==> config.mk <==
export PLATFORM = sky130hd
export DESIGN_NAME = delta_list_timer_queue_flat
export DESIGN_NICKNAME = d
export VERILOG_FILES = /design/src/hw/rtl/dltq_pkg.sv /design/src/hw/rtl/dltq_req_if.sv /design/src/hw/rtl/dltq_rsp_if.sv /design/src/hw/rtl/dltq_ram.sv /design/src/hw/rtl/dltq_front.sv /design/src/hw/rtl/dltq_back.sv /design/src/hw/rtl/delta_list_timer_queue.sv /design/src/flat_wrapper.sv
export SDC_FILE = /design/constraint.sdc
export NUM_CORES = 2
export LEC_CHECK = 0
export BUFFER_PORTS_ARGS = -buffer_cell sky130_fd_sc_hd__buf_4
export CORE_UTILIZATION = 25
export CTS_CLUSTER_DIAMETER = 60
export DETAILED_ROUTE_END_ITERATION = 10
export PLACE_DENSITY_LB_ADDON = 0.1
export REMOVE_ABC_BUFFERS = 1
export SLEW_MARGIN = 20
export SYNTH_ARGS = -nofsm -noshare
export SYNTH_HDL_FRONTEND = slang
export SYNTH_SLANG_ARGS = --single-unit
==> constraint.sdc <==
create_clock -name clk -period 8.77 [get_ports clk]
set_input_delay 1.754 -clock clk [delete_from_list [all_inputs] [get_ports clk]]
set_output_delay 1.754 -clock clk [all_outputs]
set_load 0.05 [all_outputs]
==> src/hw/rtl/dltq_pkg.sv <==
// Shared types and constants of the delta-list timer queue.
package dltq_pkg;

	localparam int IDX_W = 6;
	localparam logic [IDX_W-1:0] IDX_NONE = 6'd63;
	localparam int RUN_W = 5;
	localparam logic [RUN_W-1:0] RUN_LAST = 5'd31;
	localparam int PAY_W = 80;

	localparam logic OP_SCHEDULE = 1'b0;
	localparam logic OP_TICK     = 1'b1;

	localparam logic [1:0] STAT_SCHEDULED = 2'd0;
	localparam logic [1:0] STAT_FULL      = 2'd1;
	localparam logic [1:0] STAT_EXPIRED   = 2'd2;
	localparam logic [1:0] STAT_NO_EXPIRY = 2'd3;

	typedef struct packed {
		logic        operation;
		logic [31:0] delay;
		logic [31:0] handler;
		logic [15:0] kind_tag;
		logic [31:0] context_req;
	} cmd_t;

	typedef struct packed {
		logic valid;
		cmd_t cmd;
	} cmdq_t;

	typedef enum logic [3:0] {
		ST_IDLE, ST_SCHED, ST_SFREE, ST_FRONT, ST_WALK1, ST_WALK2,
		ST_INS, ST_INS2, ST_DONE, ST_TICK, ST_EXP1, ST_EXP2
	} state_t;

	// Link value of an entry that was never written since reset.
	function automatic logic [IDX_W-1:0] reset_link(input logic [IDX_W-1:0] idx);
		logic [IDX_W-1:0] r;
		r = (idx == '0) ? IDX_NONE : idx - 1'b1;
		return r;
	endfunction

endpackage

==> src/hw/rtl/dltq_req_if.sv <==
// Request channel: schedule or tick items.
interface dltq_req_if;
	logic        valid;
	logic        ready;
	logic        operation;
	logic [31:0] delay;
	logic [31:0] handler;
	logic [15:0] kind_tag;
	logic [31:0] context_req;

	modport source(output valid, operation, delay, handler, kind_tag, context_req,
		input ready);
	modport sink(input valid, operation, delay, handler, kind_tag, context_req,
		output ready);
endinterface

==> src/hw/rtl/dltq_rsp_if.sv <==
// Response channel: result items.
interface dltq_rsp_if;
	logic        valid;
	logic        ready;
	logic [1:0]  status;
	logic [31:0] out_handler;
	logic [15:0] out_kind;
	logic [31:0] out_context;
	logic        last;

	modport source(output valid, status, out_handler, out_kind, out_context, last,
		input ready);
	modport sink(input valid, status, out_handler, out_kind, out_context, last,
		output ready);
endinterface

==> src/hw/rtl/dltq_ram.sv <==
// Generic single-write, single-read RAM with registered read data.
module dltq_ram #(
	parameter int WIDTH = 8,
	parameter int DEPTH = 32
) (
	input  logic                                  clk,
	input  logic                                  we,
	input  logic [(DEPTH>1?$clog2(DEPTH):1)-1:0]  waddr,
	input  logic [WIDTH-1:0]                      wdata,
	input  logic                                  re,
	input  logic [(DEPTH>1?$clog2(DEPTH):1)-1:0]  raddr,
	output logic [WIDTH-1:0]                      rdata
);
	logic [WIDTH-1:0] mem_q [DEPTH];
	logic [WIDTH-1:0] rdata_q;

	always_ff @(posedge clk) begin
		if (we) begin
			mem_q[waddr] <= wdata;
		end
		if (re) begin
			rdata_q <= mem_q[raddr];
		end
	end

	assign rdata = rdata_q;
endmodule

==> src/hw/rtl/dltq_front.sv <==
// Front end: accepts items, normalizes the delay and queues them for the sequencer.
module dltq_front (
	input  logic               clk,
	input  logic               arst_n,
	dltq_req_if.sink           req,
	output dltq_pkg::cmdq_t    head,
	input  logic               pop
);
	import dltq_pkg::*;

	cmd_t       slot_q [2];
	logic       wr_ptr_q;
	logic       rd_ptr_q;
	logic [1:0] count_q;
	logic       push;
	cmd_t       in_cmd;

	assign req.ready = (count_q != 2'd2);
	assign push = req.valid && req.ready;

	always_comb begin
		in_cmd.operation   = req.operation;
		// A zero delay behaves as one tick.
		in_cmd.delay       = (req.delay == '0) ? 32'd1 : req.delay;
		in_cmd.handler     = req.handler;
		in_cmd.kind_tag    = req.kind_tag;
		in_cmd.context_req = req.context_req;
	end

	always_ff @(posedge clk) begin
		if (push) begin
			slot_q[wr_ptr_q] <= in_cmd;
		end
	end

	always_ff @(posedge clk or negedge arst_n) begin
		if (!arst_n) begin
			wr_ptr_q <= 1'b0;
			rd_ptr_q <= 1'b0;
			count_q  <= 2'd0;
		end else begin
			if (push) begin
				wr_ptr_q <= ~wr_ptr_q;
			end
			if (pop) begin
				rd_ptr_q <= ~rd_ptr_q;
			end
			count_q <= count_q + {1'b0, push} - {1'b0, pop};
		end
	end

	assign head.valid = (count_q != 2'd0);
	assign head.cmd   = slot_q[rd_ptr_q];
endmodule

==> src/hw/rtl/dltq_back.sv <==
// Back end: list sequencer over the entry memories, with the result register.
module dltq_back #(
	parameter int ENTRIES = 32
) (
	input  logic              clk,
	input  logic              arst_n,
	input  dltq_pkg::cmdq_t   head,
	output logic              pop,
	dltq_rsp_if.source        rsp
);
	import dltq_pkg::*;

	localparam int AW = (ENTRIES > 1) ? $clog2(ENTRIES) : 1;

	state_t state_q, state_d;
	cmd_t   cmd_q;
	logic [IDX_W-1:0] e_q, cur_q, nxt_q, active_q, free_q;
	logic [31:0] rem_q, hr_q;
	logic [RUN_W-1:0] cnt_q;
	logic lvalid_q [ENTRIES];
	logic lrd_valid_q;
	logic [IDX_W-1:0] lrd_addr_q;

	logic ovalid_q, olast_q;
	logic [1:0] ostatus_q;
	logic [PAY_W-1:0] opay_q;

	logic link_we, link_re, delta_we, delta_re, pay_we, pay_re;
	logic [IDX_W-1:0] link_waddr, link_raddr, delta_waddr, delta_raddr, pay_waddr, pay_raddr;
	logic [IDX_W-1:0] link_wdata, link_rdata, link_val;
	logic [31:0] delta_wdata, delta_rdata;
	logic [PAY_W-1:0] pay_rdata;

	logic can_emit, emit, emit_last;
	logic [1:0] emit_status;
	logic d_lt_hr, nd_gt_rem, tick_quiet, cont;

	assign link_val  = lrd_valid_q ? link_rdata : reset_link(lrd_addr_q);
	assign can_emit  = !ovalid_q || rsp.ready;
	assign d_lt_hr   = cmd_q.delay < hr_q;
	assign nd_gt_rem = delta_rdata > rem_q;
	assign tick_quiet = (active_q == IDX_NONE) || (hr_q > 32'd1);
	assign cont = (nxt_q != IDX_NONE) && (delta_rdata == '0) && (cnt_q != RUN_LAST);

	dltq_ram #(.WIDTH(IDX_W), .DEPTH(ENTRIES)) u_link (
		.clk(clk), .we(link_we), .waddr(link_waddr[AW-1:0]), .wdata(link_wdata),
		.re(link_re), .raddr(link_raddr[AW-1:0]), .rdata(link_rdata));

	dltq_ram #(.WIDTH(32), .DEPTH(ENTRIES)) u_delta (
		.clk(clk), .we(delta_we), .waddr(delta_waddr[AW-1:0]), .wdata(delta_wdata),
		.re(delta_re), .raddr(delta_raddr[AW-1:0]), .rdata(delta_rdata));

	dltq_ram #(.WIDTH(PAY_W), .DEPTH(ENTRIES)) u_pay (
		.clk(clk), .we(pay_we), .waddr(pay_waddr[AW-1:0]),
		.wdata({cmd_q.handler, cmd_q.kind_tag, cmd_q.context_req}),
		.re(pay_re), .raddr(pay_raddr[AW-1:0]), .rdata(pay_rdata));

	// Next state.
	always_comb begin
		state_d = state_q;
		case (state_q)
			ST_IDLE: begin
				if (head.valid) begin
					state_d = (head.cmd.operation == OP_SCHEDULE) ? ST_SCHED : ST_TICK;
				end
			end
			ST_SCHED: begin
				if (free_q != IDX_NONE) begin
					state_d = ST_SFREE;
				end else if (can_emit) begin
					state_d = ST_IDLE;
				end
			end
			ST_SFREE: begin
				if (active_q == IDX_NONE) begin
					state_d = ST_DONE;
				end else if (d_lt_hr) begin
					state_d = ST_FRONT;
				end else begin
					state_d = ST_WALK1;
				end
			end
			ST_FRONT: state_d = ST_DONE;
			ST_WALK1: state_d = (link_val == IDX_NONE) ? ST_INS : ST_WALK2;
			ST_WALK2: state_d = nd_gt_rem ? ST_INS : ST_WALK1;
			ST_INS:   state_d = ST_INS2;
			ST_INS2:  state_d = ST_DONE;
			ST_DONE: begin
				if (can_emit) begin
					state_d = ST_IDLE;
				end
			end
			ST_TICK: begin
				if (!tick_quiet) begin
					state_d = ST_EXP1;
				end else if (can_emit) begin
					state_d = ST_IDLE;
				end
			end
			ST_EXP1: state_d = ST_EXP2;
			ST_EXP2: begin
				if (can_emit) begin
					state_d = cont ? ST_EXP1 : ST_IDLE;
				end
			end
			default: state_d = ST_IDLE;
		endcase
	end

	// Memory controls and result strobes.
	always_comb begin
		pop = 1'b0;
		link_we = 1'b0; link_waddr = e_q; link_wdata = IDX_NONE;
		link_re = 1'b0; link_raddr = active_q;
		delta_we = 1'b0; delta_waddr = e_q; delta_wdata = cmd_q.delay;
		delta_re = 1'b0; delta_raddr = link_val;
		pay_we = 1'b0; pay_waddr = free_q;
		pay_re = 1'b0; pay_raddr = active_q;
		emit = 1'b0; emit_last = 1'b1; emit_status = STAT_SCHEDULED;
		case (state_q)
			ST_IDLE: pop = head.valid;
			ST_SCHED: begin
				if (free_q != IDX_NONE) begin
					link_re = 1'b1; link_raddr = free_q;
					pay_we = 1'b1;
				end else begin
					emit = can_emit; emit_status = STAT_FULL;
				end
			end
			ST_SFREE: begin
				if (active_q == IDX_NONE) begin
					link_we = 1'b1;
					delta_we = 1'b1;
				end else if (d_lt_hr) begin
					delta_we = 1'b1; delta_waddr = active_q;
					delta_wdata = hr_q - cmd_q.delay;
				end else begin
					link_re = 1'b1;
				end
			end
			ST_FRONT: begin
				link_we = 1'b1; link_wdata = active_q;
				delta_we = 1'b1;
			end
			ST_WALK1: delta_re = (link_val != IDX_NONE);
			ST_WALK2: begin
				if (nd_gt_rem) begin
					delta_we = 1'b1; delta_waddr = nxt_q;
					delta_wdata = delta_rdata - rem_q;
				end else begin
					link_re = 1'b1; link_raddr = nxt_q;
				end
			end
			ST_INS: begin
				link_we = 1'b1; link_waddr = cur_q; link_wdata = e_q;
			end
			ST_INS2: begin
				link_we = 1'b1; link_wdata = nxt_q;
				delta_we = 1'b1; delta_wdata = rem_q;
			end
			ST_DONE: emit = can_emit;
			ST_TICK: begin
				if (tick_quiet) begin
					emit = can_emit; emit_status = STAT_NO_EXPIRY;
				end else begin
					link_re = 1'b1;
					pay_re = 1'b1;
				end
			end
			ST_EXP1: delta_re = (link_val != IDX_NONE);
			ST_EXP2: begin
				emit = can_emit; emit_status = STAT_EXPIRED; emit_last = !cont;
				if (can_emit) begin
					// Return the expired entry to the free list.
					link_we = 1'b1; link_waddr = active_q; link_wdata = free_q;
					if (cont) begin
						link_re = 1'b1; link_raddr = nxt_q;
						pay_re = 1'b1; pay_raddr = nxt_q;
					end
				end
			end
			default: ;
		endcase
	end

	always_ff @(posedge clk) begin
		if (pop) begin
			cmd_q <= head.cmd;
		end
		if (emit) begin
			opay_q <= (emit_status == STAT_EXPIRED) ? pay_rdata : '0;
			ostatus_q <= emit_status;
			olast_q <= emit_last;
		end
		if (link_re) begin
			lrd_addr_q <= link_raddr;
		end
		case (state_q)
			ST_SCHED: e_q <= free_q;
			ST_SFREE: begin
				rem_q <= cmd_q.delay - hr_q;
				cur_q <= active_q;
			end
			ST_WALK1: nxt_q <= link_val;
			ST_WALK2: begin
				if (!nd_gt_rem) begin
					rem_q <= rem_q - delta_rdata;
					cur_q <= nxt_q;
				end
			end
			ST_EXP1: nxt_q <= link_val;
			default: ;
		endcase
	end

	always_ff @(posedge clk or negedge arst_n) begin
		if (!arst_n) begin
			state_q <= ST_IDLE;
			ovalid_q <= 1'b0;
			active_q <= IDX_NONE;
			free_q <= IDX_W'(ENTRIES - 1);
			hr_q <= '0;
			cnt_q <= '0;
			lrd_valid_q <= 1'b0;
			for (int i = 0; i < ENTRIES; i++) begin
				lvalid_q[i] <= 1'b0;
			end
		end else begin
			state_q <= state_d;
			if (emit) begin
				ovalid_q <= 1'b1;
			end else if (rsp.ready) begin
				ovalid_q <= 1'b0;
			end
			if (link_re) begin
				lrd_valid_q <= lvalid_q[link_raddr[AW-1:0]];
			end
			if (link_we) begin
				lvalid_q[link_waddr[AW-1:0]] <= 1'b1;
			end
			case (state_q)
				ST_SFREE: begin
					free_q <= link_val;
					if (active_q == IDX_NONE) begin
						active_q <= e_q;
						hr_q <= cmd_q.delay;
					end
				end
				ST_FRONT: begin
					active_q <= e_q;
					hr_q <= cmd_q.delay;
				end
				ST_TICK: begin
					if (tick_quiet) begin
						if (can_emit && active_q != IDX_NONE) begin
							hr_q <= hr_q - 32'd1;
						end
					end else begin
						cnt_q <= '0;
					end
				end
				ST_EXP2: begin
					if (can_emit) begin
						free_q <= active_q;
						active_q <= nxt_q;
						cnt_q <= cnt_q + 1'b1;
						if (!cont) begin
							hr_q <= (nxt_q != IDX_NONE) ? delta_rdata : '0;
						end
					end
				end
				default: ;
			endcase
		end
	end

	assign rsp.valid = ovalid_q;
	assign rsp.status = ostatus_q;
	assign rsp.out_handler = opay_q[79:48];
	assign rsp.out_kind = opay_q[47:32];
	assign rsp.out_context = opay_q[31:0];
	assign rsp.last = olast_q;

	a_last_ends_item: assert property (@(posedge clk) disable iff (!arst_n)
		emit && emit_last |=> state_q == ST_IDLE)
		else $error("final result did not return the sequencer to idle");

	a_lists_disjoint: assert property (@(posedge clk) disable iff (!arst_n)
		active_q != IDX_NONE |-> active_q != free_q)
		else $error("an entry heads both the active and the free list");

	a_pop_only_idle: assert property (@(posedge clk) disable iff (!arst_n)
		pop |-> state_q == ST_IDLE && head.valid)
		else $error("command taken while the sequencer was busy");

	a_no_overwrite: assert property (@(posedge clk) disable iff (!arst_n)
		emit |-> !ovalid_q || rsp.ready)
		else $error("result register overwritten before transfer");
endmodule

==> src/hw/rtl/delta_list_timer_queue.sv <==
// Delta-list timer queue top level: request front end, list sequencer, result register.
// A pool of ENTRIES timers is kept as a delta-encoded sorted list in three small RAMs
// (links, deltas, payload words) walked by one sequencer. A schedule walks past the
// active entries that expire no later than it; an expiring tick emits one result per
// expired entry of the run. A two-deep request queue lets the next items be accepted
// while the sequencer works and results wait for transfer.
module delta_list_timer_queue #(
	parameter int ENTRIES = 32
) (
	input logic       clk,
	input logic       arst_n,
	dltq_req_if.sink  req,
	dltq_rsp_if.source rsp
);
	import dltq_pkg::*;

	cmdq_t head;
	logic  pop;

	dltq_front u_front (
		.clk(clk), .arst_n(arst_n), .req(req), .head(head), .pop(pop));

	dltq_back #(.ENTRIES(ENTRIES)) u_back (
		.clk(clk), .arst_n(arst_n), .head(head), .pop(pop), .rsp(rsp));
endmodule

==> src/flat_wrapper.sv <==
// flat-port wrapper written by rule: the top's interface ports become plain ports
module delta_list_timer_queue_flat import dltq_pkg::*;
#(
	parameter int ENTRIES = 32
)
  (clk, arst_n, req_valid, req_operation, req_delay, req_handler, req_kind_tag, req_context_req, req_ready, rsp_valid, rsp_status, rsp_out_handler, rsp_out_kind, rsp_out_context, rsp_last, rsp_ready);
  dltq_req_if req_i ();
  dltq_rsp_if rsp_i ();
  input logic clk;
  input logic arst_n;
  input wire logic [$bits(req_i.valid)-1:0] req_valid;
  input wire logic [$bits(req_i.operation)-1:0] req_operation;
  input wire logic [$bits(req_i.delay)-1:0] req_delay;
  input wire logic [$bits(req_i.handler)-1:0] req_handler;
  input wire logic [$bits(req_i.kind_tag)-1:0] req_kind_tag;
  input wire logic [$bits(req_i.context_req)-1:0] req_context_req;
  output wire logic [$bits(req_i.ready)-1:0] req_ready;
  output wire logic [$bits(rsp_i.valid)-1:0] rsp_valid;
  output wire logic [$bits(rsp_i.status)-1:0] rsp_status;
  output wire logic [$bits(rsp_i.out_handler)-1:0] rsp_out_handler;
  output wire logic [$bits(rsp_i.out_kind)-1:0] rsp_out_kind;
  output wire logic [$bits(rsp_i.out_context)-1:0] rsp_out_context;
  output wire logic [$bits(rsp_i.last)-1:0] rsp_last;
  input wire logic [$bits(rsp_i.ready)-1:0] rsp_ready;
  assign req_i.valid = req_valid;
  assign req_i.operation = req_operation;
  assign req_i.delay = req_delay;
  assign req_i.handler = req_handler;
  assign req_i.kind_tag = req_kind_tag;
  assign req_i.context_req = req_context_req;
  assign req_ready = req_i.ready;
  assign rsp_valid = rsp_i.valid;
  assign rsp_status = rsp_i.status;
  assign rsp_out_handler = rsp_i.out_handler;
  assign rsp_out_kind = rsp_i.out_kind;
  assign rsp_out_context = rsp_i.out_context;
  assign rsp_last = rsp_i.last;
  assign rsp_i.ready = rsp_ready;
  delta_list_timer_queue #(.ENTRIES(ENTRIES)) u_core (.clk(clk), .arst_n(arst_n), .req(req_i), .rsp(rsp_i));
endmodule
==> impl_metrics.tcl <==
set metrics [dict create \
    status "complete, no violations" \
    cts-buffers-inserted 570 \
    grt_overflow 0 \
    p_leak_nw 73.3 \
    synth_top_cell_area_share 0.718 \
    rr_worst_depth 14 \
    crit_buf_inv 1 \
    cap_violations 0 \
    cts_root_buf "clkbuf_16" \
    switching_share 0.400 \
    die-area_um2 735000 \
    slowest_stage "nand3b_1" \
    cts_buffer_depth 4 \
    postLayoutCoreUtil 0.297 \
    seqPwrFrac 0.364 \
    post-route-drc-count 0 \
    synth_edf_count 4370 \
    ir_worst_vdd_mv 0.408 \
    area_growth_syn_to_layout_pct 18.0 \
    first_global_vias 115000 \
    seq_area_frac_synth 0.730 \
    crit_family "simple AND/OR/NAND/NOR gates" \
    path_class "flop to flop" \
    grt_use_total 0.172 \
    antenna_found_initial 26 \
    cts_setup_buffers 0 \
    dr.first_iter.drc_count 9613 \
    synthFlopType "edfxtp_1" \
    netSwitchingPower_mw 33.3 \
    clkTransAtPathRegs_ns 0.06 \
    grt_max_degree 160 \
    period_share 0.777 \
    placed_area_um2 197000 \
    yosysUniqueCellTypes 90 \
    portBuffers 201 \
    avgViaCountPerCell 4.78 \
    r2r-start "u_core.u_back.u_delta.rdata[22]" \
    hold_viol 0 \
    final_common_cell "edfxtp_1" \
    min_path_cells 1 \
    slew_violations 0 \
    grt_use_met1 0.240 \
    grt.busiest_layer "met2" \
    synth_area_leaders "edfxtp_1 72%, nand2_1 7.9%, a311oi_1 3.4%, nand3_1 3.2%, and3_1 1.6%" \
    max_freq_mhz 147 \
    fp.dieH_um 857 \
    crit_cells 14 \
    grt_pass1_wl_um 920000 \
    syn_inst 13900 \
    start_kind "flop" \
    setup_viol 0 \
    io_pins 202 \
    intPower_mw 50.0 \
    hold_buffers 0 \
    synthArstFlopShare 0.0204 \
    numClockSinks 4461 \
    synth_top_cell_by_area "edfxtp_1" \
    finalCriticalPeriod_ns 6.81 \
    power.density_nw_per_um2 386 \
    worstSkewPairLatency_ns 1.10 \
    reg2reg_slack_ns 1.96 \
    final_area_um2 216000 \
    arrival_ns 7.54 \
    cp-end-kind "flop" \
    setup-tns-final_ns 0 \
    core_area_um2 728000 \
    worst_slew_pin_slew_ns 1.17 \
    cts_resized 0 \
    cts_htree_levels 6 \
    r2r_end "u_core.u_back.u_delta.mem_q[6][16]" \
    drive_gt1_frac 0.116 \
    fin_hold_ws_ns 0.463 \
    cp.required_ns 9.49 \
    layout_common_cells "4,370 x edfxtp_1, 3,857 x nand2_1, 1,174 x nand3_1" \
    p_comb_frac 0.363 \
    crit_chain "ha_1 > nand2_1 > o21ai_0 > or2_0 > o21ai_0 > nor3_1 > a21o_1 > nand2_1 > nand2_1 > o21ai_0 > a221oi_1 > nand3b_1 > nor2_4 > buf_4" \
    met3_usage 0.0191 \
    clkPwrFrac 0.273 \
    grt_util_met2 0.287 \
    multi_input_area_um2 45700 \
    final.setup_skew_ns 0.0754 \
    finalWirelength_um 656000 \
    register_area_um2 134000 \
    num-fill-cells 73600 \
    yosys_warnings 0 \
    nets 14300 \
    netlist_area_um2 183000 \
    num_rows 313 \
    tritoncts "done" \
    dp_hpwl_um 350000 \
    hp-start "u_core.u_back.lvalid_q[6]" \
    hold_path.class "flop to flop" \
    synth_seq_cells 4461 \
    avgRoutedWirePerCell_um 27.1 \
    initial_utilization 0.251 \
    slowest_delay_ns 0.88 \
    crit_fanout 25 \
    rsz0062_at_grt "no" \
    ant_nets 0 \
    holdPathEnd "u_core.u_back.lvalid_q[6]" \
    vias 115000 \
    gp_congestion 0.789 \
    maxSlewHeadroom 0.213 \
    drt-pass1-iter-count 6 \
    postSynthAreaPerCell_um2 13.2 \
    die_w_um 857 \
]
-- cell families after synthesis --
family                     Yosys count  synth area share
adders and majority gates          137           0.00954
and+or+nand+nor                   6073             0.144
xor gates and xnor gates           116           0.00556
buffers and inverters             1145            0.0247
DFF                               4461             0.730
AOI/OAI and AO/OA                 1735            0.0724
muxes                              220            0.0137
-- registers in the layout (all words and copies together), names as in the netlist, 4 cells and up --
register,count
u_core.u_back.u_pay.mem_q,2560
u_core.u_back.u_delta.mem_q,1024
u_core.u_front.slot_q,226
u_core.u_back.u_link.mem_q,192
u_core.u_back.cmd_q,112
u_core.u_back.opay_q,80
u_core.u_back.u_pay.rdata,80
u_core.u_back.hr_q,32
u_core.u_back.lvalid_q,32
u_core.u_back.rem_q,32
u_core.u_back.u_delta.rdata,32
u_core.u_back.active_q,6
u_core.u_back.e_q,6
u_core.u_back.free_q,6
u_core.u_back.lrd_addr_q,6
u_core.u_back.nxt_q,6
u_core.u_back.u_link.rdata,6
u_core.u_back.cnt_q,5
u_core.u_back.cur_q,5
u_core.u_back.state_q,4
-- synth_stat cells (126+ instances only) --
library cell and count:
a21oi_1 205, a311oi_1 716, and3_1 475, clkbuf_1 775
edfxtp_1 4370, ha_1 133, inv_1 171, nand2_1 3862
nand3_1 1174, nor2_1 233, o21ai_0 191, o31ai_1 126
-- power groups by stage --
| stage | sequential (mW) | combinational [mW] | clock [mW] |
|---|---|---|---|
| after floorplan | 30.4 | 17.7 | 0 |
| after global placement | 31.0 | 30.8 | 0 |
| after detailed placement | 30.9 | 30.8 | 0 |
| after CTS | 30.5 | 30.9 | 23.4 |
| after global routing | 30.6 | 33.0 | 24.2 |
| final | 30.3 | 30.2 | 22.8 |
-- cell type report --
type | instances | share of cell area
diodes | 21 | 0.000244
clock buffers | 710 | 0.0696
clock inverters | 311 | 0.0139
inverters | 176 | 0.00315
multi-input cells | 8281 | 0.212
flip-flops and latches | 4461 | 0.619
well taps | 9607 | 0.0557
repair buffers | 591 | 0.0270
-- worst max-delay path by stage --
| stage | slack, ns | startpoint | end |
|---|---|---|---|
| floorplan | -40.09 | u_core.u_back.lrd_valid_q | u_core.u_back.u_delta.rdata[0] |
| global placement | 1.99 | u_core.u_back.cmd_q[80] | u_core.u_back.u_delta.mem_q[17][26] |
| detailed placement | 1.98 | u_core.u_back.cmd_q[80] | u_core.u_back.u_delta.mem_q[17][29] |
| CTS | 1.99 | u_core.u_back.cmd_q[80] | u_core.u_back.u_delta.mem_q[17][29] |
| global route | 1.43 | u_core.u_back.u_delta.rdata[23] | u_core.u_back.u_delta.mem_q[6][16] |
| finish | 1.96 | u_core.u_back.u_delta.rdata[22] | u_core.u_back.u_delta.mem_q[6][16] |
-- metal layers --
| layer | part of all wire | routed length (um) | vias to the layer above |
|---|---|---|---|
| met2 | 0.48 | 314000 | 2450 |
| met5 | 0 | 0 | - |
| li1 | - | - | 52200 |
| met4 | 0.021 | 13900 | 0 |
| met1 | 0.46 | 302000 | 60000 |
| met3 | 0.038 | 24700 | 773 |
-- metrics by stage --
step | worst slack, ns | std cells | power (mW)
after global placement | 1.99 | 23100 | 61.8
after floorplan | -40.09 | 12900 | 48.1
after detailed placement | 1.98 | 23100 | 61.7
after CTS | 1.99 | 24100 | 84.8
final | 1.96 | 24200 | 83.3
after global routing | 1.43 | 24200 | 87.8
(Power assumes the default switching activity.)
